`config.mk`:
```
export PLATFORM = sky130hd
export DESIGN_NAME = scpa_ctrl
export DESIGN_NICKNAME = d
export VERILOG_FILES = /design/src/scpa_pkg.sv /design/src/scpa_ctrl.sv
export SDC_FILE = /design/constraint.sdc
export NUM_CORES = 1
export LEC_CHECK = 0
export BUFFER_PORTS_ARGS = -buffer_cell sky130_fd_sc_hd__buf_4
export CORE_AREA = 5 5 42 44
export CTS_BUF_LIST = sky130_fd_sc_hd__clkbuf_2 sky130_fd_sc_hd__clkbuf_4 sky130_fd_sc_hd__clkbuf_8
export CTS_CLUSTER_DIAMETER = 120
export DETAILED_ROUTE_END_ITERATION = 7
export DIE_AREA = 0 0 47 49
export PLACE_DENSITY = 0.5
export SYNTH_ARGS = -nofsm -noshare
export SYNTH_HDL_FRONTEND = slang
export SYNTH_SLANG_ARGS = --single-unit
```
`constraint.sdc`:
```
create_clock -name clock -period 1.3 [get_ports clock]
set_clock_uncertainty 0.05 [all_clocks]
set_input_delay 0.13 -clock clock [delete_from_list [all_inputs] [get_ports clock]]
set_output_delay 0.13 -clock clock [all_outputs]
set_load 0.05 [all_outputs]
```
`src/scpa_pkg.sv`:
```
// Shared types and constants of the size-class pool allocator.
package scpa_pkg;

   // Field widths
   localparam int ADDR_W    = 36;
   localparam int SIZE_W    = 32;
   localparam int STAT_W    = 2;
   localparam int CLS_W     = 4;
   localparam int CSR_IDX_W = 2;

   // Defaults of the top-level parameters
   localparam int DEF_NUM_CLASSES     = 12;
   localparam int DEF_BLOCKS_PER_GROW = 64;
   localparam int DEF_STACK_DEPTH     = 1024;
   localparam int DEF_HEADER_BYTES    = 16;

   // Address map
   localparam int STRIDE_SHIFT    = 28;          // class regions 0x10000000 apart
   localparam int MIN_BLOCK_SHIFT = 6;           // class 0 block is 64 bytes
   localparam int PAGE_SHIFT      = 12;          // large requests round to 4096
   localparam int SMALL_BYTES     = 128 * 1024;  // largest small block
   localparam int MAX_SIZE_CLASS  = 15;          // top of the size search

   localparam logic [ADDR_W-1:0] SMALL_BASE_RST  = 36'h400000000;
   localparam logic [ADDR_W-1:0] LARGE_BASE_RST  = 36'h04C000000;
   localparam logic [ADDR_W-1:0] LARGE_LIMIT_RST = 36'hFFFFFFFFF;

   localparam logic [CLS_W-1:0] LARGE_CLASS = 4'd12;

   // Result status codes
   typedef enum logic [STAT_W-1:0] {
      STAT_OK,
      STAT_OOM,
      STAT_BAD_ADDR,
      STAT_OVERFLOW
   } status_type;

   // Configuration register indexes
   typedef enum logic [CSR_IDX_W-1:0] {
      CSR_SMALL_BASE,
      CSR_LARGE_BASE,
      CSR_LARGE_LIMIT
   } csr_index_type;

   // Controller states
   typedef enum logic [2:0] {
      S_IDLE,
      S_EVAL,
      S_READ,
      S_CARVE,
      S_CFIN
   } state_type;

   // What the evaluated request needs
   typedef enum logic [1:0] {
      ACT_RESULT,
      ACT_POP,
      ACT_CARVE
   } act_type;

   typedef struct packed {
      act_type act;
      logic    out_free;
      logic    carve_last;
   } dp_status_type;

   typedef struct packed {
      logic load;
      logic commit;
      logic pop;
      logic pop_done;
      logic carve_start;
      logic carve_step;
      logic carve_done;
   } dp_cmd_type;

endpackage

```
`src/scpa_ctrl.sv`:
```
// Controller state machine of the allocator.
module scpa_ctrl import scpa_pkg::*; (
   input  logic          clock,
   input  logic          reset,
   input  logic          req_valid,
   output logic          req_ready,
   input  dp_status_type stat,
   output dp_cmd_type    cmd
);
   state_type state_ff, state_in;

   always_ff @(posedge clock) begin
      if (reset) begin
         state_ff <= S_IDLE;
      end else begin
         state_ff <= state_in;
      end
   end

   // Next state
   always_comb begin
      state_in = state_ff;
      case (state_ff)
         S_IDLE: begin
            if (req_valid) state_in = S_EVAL;
         end
         S_EVAL: begin
            case (stat.act)
               ACT_RESULT: if (stat.out_free) state_in = S_IDLE;
               ACT_POP:    state_in = S_READ;
               ACT_CARVE:  state_in = S_CARVE;
               default:    state_in = S_IDLE;
            endcase
         end
         S_READ: begin
            if (stat.out_free) state_in = S_IDLE;
         end
         S_CARVE: begin
            if (stat.carve_last) state_in = S_CFIN;
         end
         S_CFIN: begin
            if (stat.out_free) state_in = S_IDLE;
         end
         default: state_in = S_IDLE;
      endcase
   end

   // Outputs
   always_comb begin
      req_ready = 1'b0;
      cmd       = '0;
      case (state_ff)
         S_IDLE: begin
            req_ready = 1'b1;
            cmd.load  = req_valid;
         end
         S_EVAL: begin
            cmd.commit      = (stat.act == ACT_RESULT) && stat.out_free;
            cmd.pop         = (stat.act == ACT_POP);
            cmd.carve_start = (stat.act == ACT_CARVE);
         end
         S_READ:  cmd.pop_done   = stat.out_free;
         S_CARVE: cmd.carve_step = 1'b1;
         S_CFIN:  cmd.carve_done = stat.out_free;
         default: cmd = '0;
      endcase
   end
endmodule

```
==> qor_table.md <==
| Parameter | Reported |
| --- | --- |
| Proportion of layout cells with a drive suffix above 1 | 64.9% |
| Total power | 0.519 mW |
| Layout filler cell count | 161 |
| Flip-flop count of the largest register, all copies and words added | 3 |
| Clock tree from TritonCTS | done |
| Achievable Freq | 742 MHz |
| Critical Path AT | 1.17 ns |
| Slew @ Worst Pin | 0.315 ns |
| Post-detailed-placement cell area | 492 um^2 |
| Post-layout nets | 69 |
| Slew Limit Fails | 0 |
| Clock buffers created by TritonCTS | 3 |
| Total count of hold-check failures in the final report | 0 |
| Failing checks | setup timing |
| Tightest slew margin relative to the limit | 78.9% |
| Share of the clock period used by the worst path | 104% |
| Total congestion overflow after global routing | 0 |
| CP Launch Type | flop |
| CTS Root Cell | clkbuf_4 |
| Final setup margin | -0.0478 ns |
| Hold Path Class | in -> reg |
| Biggest registers after layout | state_ff (3) |
| Met1 routing resource usage after global routing | 10.3% |
| Per-instance average area after synthesis | 8.87 um^2 |
| Width of the die | 47 um |
| Insertion delay to the later sink of the worst-skew pair | 0.23 ns |
| RD Place Congestion | 0.724 |
| Site Rows | 14 |
| Worst reg2reg path depth | 3 |
| Largest net degree at the start of global routing | 9 |
| Master of the slowest instance on the critical path | dfxtp_4 |
| Remaining design rule violation count | 0 |
| Max clock buf depth | 2 |
| Multi-input gate area | 246 um^2 |
| Worst-path clk slew | 0.04 ns |
| Worst slack at placement | -0.000530 ns |
| Full die area | 0.00230 mm^2 |
| Most frequent standard cell in the layout excluding fill and tap cells | buf_4 |
| Crit-path max FO | 6 |
| Finished layout cell area | 572 um^2 |
| Category of the worst setup path capture point | output pin |
| Number of placed I/O pins | 15 |
| Setup repair after global routing missed its margin | true |
| Netlist Area Pre-Place | 302 um^2 |
| Initial Utilization | 21.5% |
| Met2 Track Usage GR | 13.1% |
| Register ranked first by flip-flop count | state_ff |
| TritonCTS sink count | 3 |
| Synthesized Nets | 45 |
| Port Buf Inserts | 14 |
| Top library cells by usage in the layout, fill and taps aside | buf_4 (13), buf_6 (6), inv_1 (4), ha_1 (4), clkbuf_4 (4) |
| Number of synthesized register bits | 3 |
| Reg-to-reg setup timing slack | 0.17 ns |
| Met3 demand-to-capacity share in global routing | 0.369% |
| Area grow syn2layout | 89.6% |
| Layer with the highest usage | met2 |
| Reported leakage power | 0.283 nW |
| Maximum ir drop on the vdd rail | 303 uV |
| Routed Wire Length | 830 um |
| Die height | 49 um |
| Wire length of the first global-routing pass | 1450 um |
| Total of max-cap violations | 0 |
| Delay of the slowest cell on the worst path | 0.36 ns |
| Overall fraction of global-route tracks in use | 8.09% |
| Critical setup path kind | reg -> out |
| Sequential standard cell area | 71.3 um^2 |
| Crit-path most repeated cell | buf_6 |
| Yosys warning count | 0 |
| Cell depth of the worst min-delay path | 2 |
| Cell chain of the critical path | buf_6, nor4bb_4, buf_6 |
| Routed len/inst | 11.4 um |
| Period minus WS final | 1.35 ns |
| Via count of the first global-routing pass | 364 |
| Count of cell types in the netlist | 24 |
| Via-per-instance ratio | 4.49 |
| Antenna violation net count after detailed routing | 0 |
| Power density over the cells | 907 mW/mm^2 |
| Data required time of the worst path | 1.12 ns |
| Mapped Cells | 34 |
| Result of the run | finished, violations left |
| Number of antenna violations at the first check in global routing | 0 |
| First drt pass iteration count | 4 |
| Total vias in the final route | 328 |
| Number of failing setup endpoints in the final timing report | 1 |
| Maximum level of the CTS H-tree | 1 |
| Ant diodes | 0 |
| Initial DRC count | 3 |
| Sequential area share after synthesis | 19.9% |
| Core outline area | 0.00140 mm^2 |
## kinds of logic after synthesis
family          share of synthesized area [%]
simple gates                             35.3
buf+inv                                  10.4
compound gates                           17.8
fa+ha+maj                                16.6
flops                                    19.9
## cells in the mapped netlist
cell / n / area (um^2)
nor4bb_1: 1 / 10.0
o211a_1: 1 / 10.0
and3_1: 2 / 12.5
a21oi_1: 1 / 5.00
nor3_2: 1 / 10.0
nor2_1: 2 / 7.51
and3b_2: 1 / 10.0
nor4b_1: 1 / 8.76
nor3b_1: 1 / 7.51
nand2b_1: 1 / 6.26
buf_2: 1 / 5.00
inv_1: 4 / 15.0
buf_4: 1 / 7.51
a31oi_1: 1 / 6.26
ha_1: 4 / 50.1
and4_1: 1 / 8.76
dfxtp_1: 3 / 60.1
a21o_1: 1 / 7.51
a2111oi_2: 1 / 15.0
inv_2: 1 / 3.75
nor4_1: 1 / 6.26
and4bb_2: 1 / 12.5
a2111oi_1: 1 / 10.0
and2_1: 1 / 6.26
## report_power, final
part,leakage (nW),total [mW],internal [mW],switching (mW)
registers,0.0267,0.117,0.0992,0.0176
logic,0.238,0.221,0.104,0.117
clock network,0.0184,0.181,0.136,0.0451
## cell type report
type                            instances  area share [%]
Clock buffer                            4            5.25
Inverter                                5            3.28
Multi-Input combinational cell         24            43.1
Sequential cell                         3            12.5
Tap cell                               16            3.50
Timing Repair Buffer                   21            32.4
## metal layers
metal	vias to the layer above	wire length, um
li1	171	-
met1	148	352
met2	9	432
met3	0	45
met4	0	0
met5	-	0
## what timing repair did
| action | CTS | global route |
|---|---|---|
| cloned | 0 | 0 |
| buffers inserted | 1 | 0 |
| hold buffers | 0 | 0 |
| setup endpoints to repair | 8 | 7 |
| pin swaps | 2 | 2 |
| resized for setup | 10 | 7 |
## path summary, 6_finish.rpt
path / end / from
setup / recovery: cmd[0] / state_ff[0]
hold reg to reg: state_ff[0] / state_ff[2]
setup reg to reg: state_ff[0] / state_ff[2]
hold / removal: state_ff[1] / reset
## worst max-delay path: cells and delay by family (launching register included)
| family | cells | cell delay, ns |
|---|---|---|
| and+or+nand+nor | 1 | 0.27 |
| DFF | 1 | 0.36 |
| buffers and inverters | 2 | 0.31 |
## stage by stage
step | utilization [%] | instances | hold slack (ns) | TNS (ns)
finish | 40.8 | 73 | 0.0212 | -0.0478
global placement | 35.1 | 69 | 0.263 | 0
global route | 40.8 | 73 | 0.0246 | -0.139
CTS | 39.1 | 73 | 0.0197 | -0.0643
detailed placement | 35.1 | 69 | 0.264 | -0.000530
floorplan | - | 34 | 0.157 | -0.162
Note: power is estimated with default switching activity, not from simulation.
